**src/hw/rtl/rwb_pkg.sv**
```systemverilog
// shared types and constants for the rolling window slope block
package rwb_pkg;

   localparam int XW = 16;
   localparam int RW = 32;

   typedef enum logic [1:0] {
      ST_VALID     = 2'd0,
      ST_NOT_FULL  = 2'd1,
      ST_DEGENERATE = 2'd2,
      ST_SATURATED = 2'd3
   } status_type;

   localparam logic CSR_WINDOW = 1'b0;
   localparam logic CSR_SHIFT  = 1'b1;

   typedef struct packed {
      logic load;      // capture sample, set up removal
      logic remove;    // subtract oldest pair from sums
      logic add;       // add new pair, write ring
      logic mul_num;   // form numerator/denominator products step
      logic prep_div;  // set up divider
      logic div_step;  // one quotient bit
      logic finish;    // form result
   } cmd_type;

   typedef struct packed {
      logic div_done;
      logic mul_done;
   } stat_type;

endpackage

```
**src/hw/rtl/rwb_ctrl.sv**
```systemverilog
// controller state machine sequencing the datapath for one sample
module rwb_ctrl (
   input  logic clock,
   input  logic reset,
   input  logic req_tvalid,
   output logic req_tready,
   input  logic rsp_busy,
   input  rwb_pkg::stat_type stat,
   output rwb_pkg::cmd_type cmd
);
   import rwb_pkg::*;

   typedef enum logic [2:0] {S_IDLE, S_REMOVE, S_ADD, S_MUL, S_PREP, S_DIV, S_DONE}
      state_type;

   state_type state_ff;

   assign req_tready = (state_ff == S_IDLE);

   always_comb begin
      cmd = '0;
      cmd.load     = (state_ff == S_IDLE) && req_tvalid;
      cmd.remove   = (state_ff == S_REMOVE);
      cmd.add      = (state_ff == S_ADD);
      cmd.mul_num  = (state_ff == S_MUL);
      cmd.prep_div = (state_ff == S_PREP);
      // no step once the count has run out
      cmd.div_step = (state_ff == S_DIV) && !stat.div_done;
      cmd.finish   = (state_ff == S_DONE) && !rsp_busy;
   end

   always_ff @(posedge clock) begin
      if (reset) begin
         state_ff <= S_IDLE;
      end else begin
         case (state_ff)
            S_IDLE:   if (req_tvalid) state_ff <= S_REMOVE;
            S_REMOVE: state_ff <= S_ADD;
            S_ADD:    state_ff <= S_MUL;
            S_MUL:    if (stat.mul_done) state_ff <= S_PREP;
            S_PREP:   state_ff <= S_DIV;
            S_DIV:    if (stat.div_done) state_ff <= S_DONE;
            S_DONE:   if (!rsp_busy) state_ff <= S_IDLE;
            default:  state_ff <= S_IDLE;
         endcase
      end
   end

   a_ready_idle: assert property (@(posedge clock) disable iff (reset)
      req_tready |-> !cmd.div_step) else $error("divide while idle");
   a_one_cmd: assert property (@(posedge clock) disable iff (reset)
      $onehot0({cmd.remove, cmd.add, cmd.mul_num, cmd.prep_div, cmd.div_step}))
      else $error("overlapping commands");
   a_after_load: assert property (@(posedge clock) disable iff (reset)
      cmd.load |=> cmd.remove) else $error("load not followed by remove");
endmodule

```
**config.mk**
```make
export PLATFORM = sky130hd
export DESIGN_NAME = rwb_ctrl
export DESIGN_NICKNAME = d
export VERILOG_FILES = /design/src/hw/rtl/rwb_pkg.sv /design/src/hw/rtl/rwb_ctrl.sv
export SDC_FILE = /design/constraint.sdc
export NUM_CORES = 1
export LEC_CHECK = 0
export BUFFER_PORTS_ARGS = -buffer_cell sky130_fd_sc_hd__clkbuf_2
export CAP_MARGIN = 0
export CORE_AREA = 2 2 39 41
export CTS_CLUSTER_SIZE = 12
export DETAILED_ROUTE_END_ITERATION = 6
export DIE_AREA = 0 0 41 43
export PLACE_DENSITY_LB_ADDON = 0.08
export SLEW_MARGIN = 40
export SYNTH_ARGS = -nofsm -noshare
export SYNTH_HDL_FRONTEND = slang
export SYNTH_SLANG_ARGS = --single-unit
```
**constraint.sdc**
```tcl
create_clock -name clock -period 2.4 [get_ports clock]
set_input_delay 0.12 -clock clock [delete_from_list [all_inputs] [get_ports clock]]
set_output_delay 0.12 -clock clock [all_outputs]
set_load 0.03 [all_outputs]
```
======== Word level (Yosys, flattened, before mapping) ========
Cells that the tools add are included.
word-level totals
  output and inout bits ................... 8
  input port bits ......................... 6
  register bits after elaboration ......... 3
  logic and storage cells ................. 23
operators by class
  equality and inequality tests ........... 10
  reduce and logical (&&, ||, !) cells .... 7
  multiplexer cells ....................... 5
operators by type and width
  operator                                        number
  case mux 3 bit (7 select lines)                 1
  two-way mux 3 bit                               4
  == test 3 bit (second input constant)           3
  != test 2 bit (second input constant)           4
  == test 3 x 2 -> 1 bit (second input constant)  2
  AND reduction 4 bit                             1
  == test 3 x 1 -> 1 bit (second input constant)  1
  logical AND 1 bit                               3
  zero test 3 bit                                 1
  zero test 1 bit                                 2

======== Logic depth before layout (Yosys ltp) ========
  word-level depth ........................ 3
  gate-level depth with buffers ........... 4
  depth with buffers taken out ............ 3

======== Worst setup path after synthesis ========
OpenSTA, ideal clock, no wires.
  path type ............................... register to output
  start ................................... register state_ff[2]
  end ..................................... output cmd[0] (netlist bit)
  arrival ................................. 1.536 ns
  buffers on the path ..................... 1
  cell stages (with the launch flop) ...... 4
  slack ................................... 0.744 ns
  cell sequence ........................... dfxtp_1 > buf_6 > inv_2 > nor4b_1
RTL lines
  element                 line            text
  start, declared         rwb_ctrl.sv:16  state_type state_ff;
  start signal, assigned  rwb_ctrl.sv:34  state_ff <= S_IDLE;
  start signal, assigned  rwb_ctrl.sv:37  S_IDLE: if (req_tvalid) state_ff <= S_REMOVE;
  start signal, assigned  rwb_ctrl.sv:38  S_REMOVE: state_ff <= S_ADD;
  end, declared           rwb_ctrl.sv:9   output rwb_pkg::cmd_type cmd

==> flow_summary_export.csv <==
group,metric,value,unit
grt,grt_pass1_vias,240,
placed_design,port_buffers,13,
route,vias,275,
grt,grt_max_degree,13,
placed_design,hpwl,497,um
cts,htreeDepth,1,
pwr,ir_drop,0.180,mV
worst_setup_path,path_max_fanout,10,
pwr,leakage,0.146,nW
layout,utilization,23.6,%
cts,clockBufferDepth,2,
timing,whs,0.0821,ns
logic_synthesis,yosysTopAreaCell,"dfxtp_1",
logic_synthesis,synth.area.mux_share,0,%
hold_path,holdCritStartpoint,"reset",
cts,clk_latency,0.24,ns
layout,regMostFlops,"state_ff",
logic_synthesis,synth_edf_count,0,
logic_synthesis,synth_compound_area_share,19.4,%
timing,finalCritPeriodShare,62.2,%
logic_synthesis,syn-instance-count,31,
layout,finalNetCount,52,
hold_path,hold_class,"in2reg",
grt,antenna_found_initial,0,
logic_synthesis,synth_top_area_share,24.5,%
timing,hold_violations,0,
cts,cts_setup_buffers,0,
timing,fin_ws,0.907,ns
worst_setup_path,crit_type,"reg2out",
logic_synthesis,synth_top_family_by_area,"simple AND/OR/NAND/NOR gates",
placed_design,dp_slack,1.15,ns
floorplan,floorplan.rows,14,
run_status,outcome,"finished, final reports clean",
logic_synthesis,synth_seq_cells,3,
timing,setup_viol,0,
floorplan,ios,14,
grt,overflow,0,
layout,syn_to_final_growth,33.2,%
cts,path_clk_slew,0.04,ns
floorplan,die_w,41,um
logic_synthesis,syn_area,245,sq um
hold_path,hold_path_end,"state_ff[2]$_SDFFE_PP0P_",
floorplan,core_area,1380,sq um
logic_synthesis,ys_top_cells_by_count,"4 x nand2b_1, 3 x a21oi_1, 3 x dfxtp_1",
cts,cts_buffers,3,
layout,n_antenna_cell,0,
worst_setup_path,timing.rr.start,"state_ff[0]$_SDFFE_PP0P_",
worst_setup_path,reg2reg_to,"state_ff[0]$_SDFFE_PP0P_",
route,ant_nets,0,
worst_setup_path,critPathLaunchType,"flip-flop",
timing,max_slew.worst_pin.slew,0.375,ns
route,firstDrtPassIters,4,
logic_synthesis,synth_seq_area_share,24.5,%
worst_setup_path,crit_path_end_kind,"primary output",
grt,gr-usage-all-layers,8.62,%
timing,setup-tns-final,0,ns
timing,finalCriticalPeriod,1.49,ns
logic_synthesis,synth_xor_area_share,0,%
timing,rsz0062_at_grt,"no",
logic_synthesis,synth_ff_type,"dfxtp_1",
worst_setup_path,worst-r2r-cell-count,3,
cts,cts_sinks,3,
cts,ctsHoldBuffers,0,
cts,cts_tree,"yes",
grt,grt_pass1_wl,972,um
logic_synthesis,syn-num-nets,37,
logic_synthesis,synth_cell_types,20,
cts,cts.repair.resized,0,
logic_synthesis,ys_warn_count,0,
timing,skew,0.00696,ns
logic_synthesis,synthAdderAreaFrac,0,%
flow_run,drv_cap,0,
worst_setup_path,reg2reg_slack,1.32,ns
hold_path,hold_depth,2,
layout,finish.instance_area,327,sq um
logic_synthesis,synthMostInstantiatedCell,"nand2b_1",
layout,nFillCells,167,
floorplan,die_h,43,um
worst_setup_path,required,2.28,ns
worst_setup_path,critPathArrivalTime,1.37,ns
route,wl_per_cell,10.8,um
layout,largest_register_ffs,3,
logic_synthesis,async_flop_share,0,%
route,initialDrtViolationCount,3,
layout,reg.largest.list,"state_ff (3)",
timing,maxSlewViolCount,0,
logic_synthesis,postSynthAreaPerCell,7.91,sq um
timing,slew_headroom,75.0,%
floorplan,initial_core_util,17.7,%
logic_synthesis,synth-simple-area-share,42.3,%
timing,fmax,670,MHz
layout,drive_above_1_share,40.0,%
route,routed_via_density,4.51,
pwr,powerDensity,732,nW/um^2
logic_synthesis,synth_area_leaders,"dfxtp_1 24%, nand2b_1 10%, buf_6 9.2%",
route,wl,660,um
route,drcViolationCount,0,
placed_design,dpl_cell_area,300,sq um
placed_design,place_congestion,0.735,
floorplan,die-area,1760,sq um
cts,root_buffer,"clkbuf_4",
==> kinds of logic (layout without fill, tap and decap cells) <==
logic type	after synthesis	after routing
buf+inv	4	18
simple gates	16	16
compound gates	8	8
flops	3	3
==> final cells by class <==
class	instances	area, sq um	share of cell area (%)
clock buffer	4	26.3	8.05
inverter	1	3.75	1.15
multi-input combinational	24	151	46.4
sequential	3	60.1	18.4
tap	16	20.0	6.13
timing repair buffer	13	65.1	19.9
==> how the worst max path moves through the flow <==
| stage | start | end | slack, ns | cells past startpoint |
|---|---|---|---|---|
| 6_report | state_ff[2]$_SDFFE_PP0P_ | cmd[0] | 0.91 | 3 |
| 5_1_grt | state_ff[2]$_SDFFE_PP0P_ | cmd[0] | 0.79 | 3 |
| 4_1_cts | state_ff[2]$_SDFFE_PP0P_ | cmd[0] | 0.89 | 3 |
| 3_5_place_dp | state_ff[2]$_SDFFE_PP0P_ | cmd[0] | 1.15 | 3 |
| 3_3_place_gp | state_ff[2]$_SDFFE_PP0P_ | cmd[0] | 1.19 | 3 |
| 2_1_floorplan | state_ff[2]$_SDFFE_PP0P_ | cmd[0] | 0.74 | 3 |
==> layout by cell type (no fill, tap or decap) <==
| cell type | synthesis | final |
|---|---|---|
| clkbuf_2 | 0 | 13 |
| nand2b_1 | 4 | 4 |
| a21oi_1 | 3 | 3 |
| clkbuf_4 | 0 | 3 |
| dfxtp_1 | 3 | 3 |
| nor3_1 | 2 | 2 |
| nor2_1 | 2 | 2 |
| o21ai_1 | 2 | 2 |
| nor3_2 | 1 | 1 |
| and3b_1 | 1 | 1 |
| inv_2 | 1 | 1 |
| nor3b_1 | 1 | 1 |
| nor4b_1 | 1 | 1 |
| and2_1 | 1 | 1 |
| a21o_1 | 1 | 1 |
| nand2_1 | 1 | 1 |
| nor4_1 | 1 | 1 |
| and4b_1 | 1 | 1 |
| o21a_1 | 1 | 1 |
| a211oi_1 | 1 | 1 |
| clkbuf_1 | 0 | 1 |
==> where the power goes <==
part | internal (W) | switching [W]
combinational | 0.0000288 | 0.0000463
sequential | 0.0000557 | 0.0000162
clock | 0.0000625 | 0.0000295
total | 0.000147 | 0.0000920
==> stage by stage <==
step,instances,power (W)
after floorplan,31,0.000134
after global placement,57,0.000148
after detailed placement,57,0.000149
after CTS,61,0.000245
after global routing,61,0.000257
final,61,0.000239
==> metal layers <==
| layer | track usage [%] | share of wire [%] | vias up |
|---|---|---|---|
| met1 | 9.90 | 40 | 128 |
| li1 | - | - | 137 |
| met4 | 10.0 | 0 | 0 |
| met3 | 1.57 | 7.3 | 0 |
| met5 | 0 | 0 | - |
| met2 | 11.6 | 52 | 10 |
==> critical path, stage by stage, from the launching register on <==
cell	delay, ns
dfxtp_1	0.52
inv_2	0.09
nor4b_1	0.27
clkbuf_2	0.25
Note: power is estimated with default switching activity, not from simulation.
